===== src/bfsrec_ram.sv =====
// simple dual-port ram, one write and one registered read per cycle
module bfsrec_ram #(
  parameter int WIDTH = 8,
  parameter int DEPTH = 16,
  parameter int AW    = 4
) (
  input  logic             clk,
  input  logic             we,
  input  logic [AW-1:0]    waddr,
  input  logic [WIDTH-1:0] wdata,
  input  logic [AW-1:0]    raddr,
  output logic [WIDTH-1:0] rdata
);

  logic [WIDTH-1:0] mem [DEPTH];

  // write port
  always_ff @(posedge clk) begin
    if (we) begin
      mem[waddr] <= wdata;
    end
  end

  // registered read, old data on a same-address write
  always_ff @(posedge clk) begin
    rdata <= mem[raddr];
  end

endmodule


===== config.mk =====
export PLATFORM = sky130hd
export DESIGN_NAME = bfsrec_ram
export DESIGN_NICKNAME = d
export VERILOG_FILES = /design/src/bfsrec_ram.sv
export SDC_FILE = /design/constraint.sdc
export NUM_CORES = 1
export LEC_CHECK = 0
export ABC_CLOCK_PERIOD_IN_PS = 1700
export BUFFER_PORTS_ARGS = -buffer_cell sky130_fd_sc_hd__buf_2
export CORE_MARGIN = 1
export CORE_UTILIZATION = 30
export DETAILED_ROUTE_END_ITERATION = 6
export SLEW_MARGIN = 15
export SYNTH_ARGS = -nofsm -noshare
export SYNTH_HDL_FRONTEND = slang
export SYNTH_SLANG_ARGS = --single-unit
export TNS_END_PERCENT = 1

===== constraint.sdc =====
create_clock -name clk -period 1.7 [get_ports clk]
set_input_delay 0.085 -clock clk [delete_from_list [all_inputs] [get_ports clk]]
set_output_delay 0.085 -clock clk [all_outputs]
set_load 0.03 [all_outputs]

* Word level (Yosys, flattened, before mapping)
Memories as Yosys holds them, arrays and structs flattened. A register that Yosys moved wholly into a read port is not among the register bits.
Index checks and enable logic that the tools add are counted.
** Word-level totals
- Flip-flop bits (word level) :: 0
- RAM bits :: 128
- Input bits :: 18
- Output and inout bits :: 8
- Memories kept :: 1
** Memories
- mem :: words 16, bits a word 8, read ports 1, clocked after Yosys merged registers in 1, write ports 1, line 15 : logic [WIDTH-1:0] mem [DEPTH];
** Cells by class
- Mux-type cells :: 2
** Operators with widths (number)
- $mux 1 :: 2

* Longest topological paths before layout
- Depth in word-level cells :: 2
- Gate-level depth with buffers :: 5

* Worst setup path before layout
OpenSTA, ideal clock, no wires.
- Kind :: input -> register
- From :: input port waddr[2]
- To :: memory mem[0][0] (enable)
- Library setup time :: 0.383 ns
- Arrival time :: 1.195 ns
- Required time :: 1.317 ns
- Slack :: 0.122 ns
- Cell stages on the path :: 2
- Cell sequence :: or3b_2 nor3_1
** RTL lines
- start: declaration :: line 9 : input logic [AW-1:0] waddr,
- end: declaration :: line 15
Straight into the memory's write port.

==> results.py <==
metrics = {
    "global_route": {
        "grt-ovfl-total": 0,
        "antenna_found_initial": 0,
        "grtUsageTotal_pct": 12.76,
        "grtUsageMet3_pct": 3.793,
        "grt_pass1_vias": 2563,
        "grt_max_degree": 33,
        "use_met2_pct": 19.58,
        "busiest_layer": "met2",
        "grt_pass1_wl_mm": 15.71,
        "use_met1_pct": 17.35,
    },
    "floorplan": {
        "start_util_pct": 30.93,
        "fp.dieH_microns": 133.0,
        "die_area_sq_um": 17690,
        "core_area_sq_um": 16640,
        "io_pins": 26,
        "row_count": 47,
        "die_w_microns": 133.0,
    },
    "placed_design": {
        "gp_congestion": 0.7038,
        "dp.final_hpwl_mm": 6.666,
        "place.port_buffers": 25,
        "place_area_sq_um": 5664,
        "placedCellCount": 486,
    },
    "sta": {
        "period_share_pct": 83.01,
        "period_needed_ps": 1411,
        "relSlewSlack_pct": 69.00,
        "skew_ps": 3.923,
        "holdWs_ps": 55.28,
        "setup_viol": 0,
        "tightest_slew_ps": 465.0,
        "rsz0062_at_grt": "false",
        "hold_viol_final": 0,
        "tns_ps": 0,
        "drv_slew": 0,
        "fmax_mhz": 708.6,
    },
    "yosys": {
        "syn_avg_cell_area_sq_um": 22.48,
        "ys_top_cells_by_area": "edfxtp_1 75%, mux4_2 7.9%, mux4_1 7.1%, dfxtp_1 3.1%, a22oi_1 2.3%",
        "synth_cells": 229,
        "synth_largest_area_cell": "edfxtp_1",
        "syn_area_sq_um": 5147,
        "synth_edf_count": 128,
        "yosysMostFrequentCell": "edfxtp_1",
        "yosysWarnings": 0,
        "syn_nets": 247,
        "yosys_register_bits": 136,
        "synth_cell_types": 19,
        "synth.top_cell.area_share_pct": 74.67,
        "async_flop_share_pct": 0,
        "synth-seq-area-share_pct": 77.78,
        "synth_common_cells": "128 x edfxtp_1, 18 x mux4_2, 16 x a22oi_1",
        "synth_ff_type": "edfxtp_1",
    },
    "run_status": {
        "status": "complete, no violations",
    },
    "cells_and_area": {
        "diodes": 0,
        "drive_gt1_share_pct": 31.54,
        "final_area_sq_um": 6302,
        "post_layout_nonfiller_instances": 518,
        "finalNetCount": 303,
        "syn_to_final_growth_pct": 22.44,
    },
    "clock_tree": {
        "cts_resized": 0,
        "postCtsSetupBuffers": 0,
        "clkTransAtPathRegs_ps": 50,
        "cts_tree": "done",
        "holdBufCountCts": 0,
        "insertion_delay_ps": 410,
        "clockRootBuffer": "clkbuf_16",
        "clk_path_buf_depth": 2,
        "numCtsBuffers": 17,
        "htree_levels": 4,
        "cts_sinks": 136,
    },
    "setup_path": {
        "crit_start": "mem[1][1]$_DFFE_PP_",
        "r2r-start": "mem[1][1]$_DFFE_PP_",
        "criticalPathCategory": "flop to flop",
        "worstPathArrival_ps": 1700,
        "timing.rr.end": "rdata[1]$_DFF_P_",
        "worstSetupStartpointType": "flop",
        "reg2reg_depth": 3,
        "r2r_setup_slack_ps": 290,
        "cp_max_fo": 1,
        "required_ps": 1990,
        "end_kind": "flop",
        "endpoint": "rdata[1]$_DFF_P_",
    },
    "flow_run": {
        "cap_violations": 0,
    },
    "routing": {
        "viasPerCell": 4.689,
        "finalWirelength_mm": 10.45,
        "ant_nets": 0,
        "post-route-drc-count": 0,
        "wire_per_inst_microns": 20.18,
        "num_vias": 2429,
        "firstDrtPassIters": 4,
        "drt_iter0_drc": 160,
    },
    "power": {
        "power_mw": 8.111,
        "peakVddDrop_uv": 720.7,
        "p_leak_nw": 2.139,
        "power_density_nw_per_um2": 1287,
    },
    "worst_hold_path": {
        "hp-class": "input port to flop",
    },
}
==> cells by family (layout without fill, tap and decap cells) <==
| kind of cell | count (synthesis) | after routing | synth area share [%] |
|---|---|---|---|
| buf+inv | 10 | 79 | 1.677 |
| mux | 32 | 32 | 15.02 |
| simple gates | 35 | 35 | 3.184 |
| compound gates | 16 | 16 | 2.334 |
| flops | 136 | 136 | 77.78 |
==> worst max-delay path, cell delays in order, from the launching register on <==
cell	delay, ps
edfxtp_1	350
mux4_1	500
a22oi_1	360
nand2_1	90
==> where the power goes <==
group | switching [mW] | internal [mW] | leakage [nW]
registers | 0.0230 | 3.75 | 1.22
clock network | 1.27 | 2.67 | 0.315
logic | 0.242 | 0.158 | 0.601
total | 1.53 | 6.58 | 2.14
==> final cells by class <==
class	instances	area, sq um
Fill cell	1492	10340
Sequential cell	136	4004
Multi-Input combinational cell	83	1057
Clock buffer	23	467.9
Timing Repair Buffer	47	327.8
Tap cell	220	275.3
Clock inverter	9	170.2
==> how the worst min path moves through the flow <==
| stage | start | endpoint | slack, ps | cells after the start |
|---|---|---|---|---|
| floorplan | wdata[0] | mem[0][0]$_DFFE_PP_ | 180 | 0 |
| global placement | wdata[3] | mem[7][3]$_DFFE_PP_ | 470 | 1 |
| detailed placement | wdata[7] | mem[7][7]$_DFFE_PP_ | 480 | 1 |
| CTS | wdata[6] | mem[5][6]$_DFFE_PP_ | 50 | 1 |
| global route | wdata[6] | mem[5][6]$_DFFE_PP_ | 70 | 1 |
| finish | wdata[6] | mem[5][6]$_DFFE_PP_ | 60 | 1 |
==> per-layer routing <==
metal  up-vias  wire, microns
li1       1088              -
met1      1272           4880
met2        57           5012
met3        12            469
met4         0             91
met5         -              0
==> state kept, by name, summed over array words and instances (netlist names) <==
name / flops
mem: 128
rdata: 8
==> layout by cell type (no fill, tap or decap), types with 5 or more instances in the layout <==
| cell | count |
|---|---|
| edfxtp_1 | 128 |
| buf_2 | 25 |
| buf_4 | 19 |
| mux4_2 | 18 |
| clkbuf_16 | 17 |
| a22oi_1 | 16 |
| mux4_1 | 14 |
| nor2_1 | 13 |
| nand2_1 | 9 |
| dfxtp_1 | 8 |
| bufinv_16 | 5 |
==> stage by stage <==
stage,setup WS (ps),utilization (%)
final,288.8,37.87
after detailed placement,203.1,34.04
after global routing,277.2,37.87
after CTS,322.6,37.87
after floorplan,122.1,-
after global placement,206.2,34.04
Power figures use the tool's default switching activity.
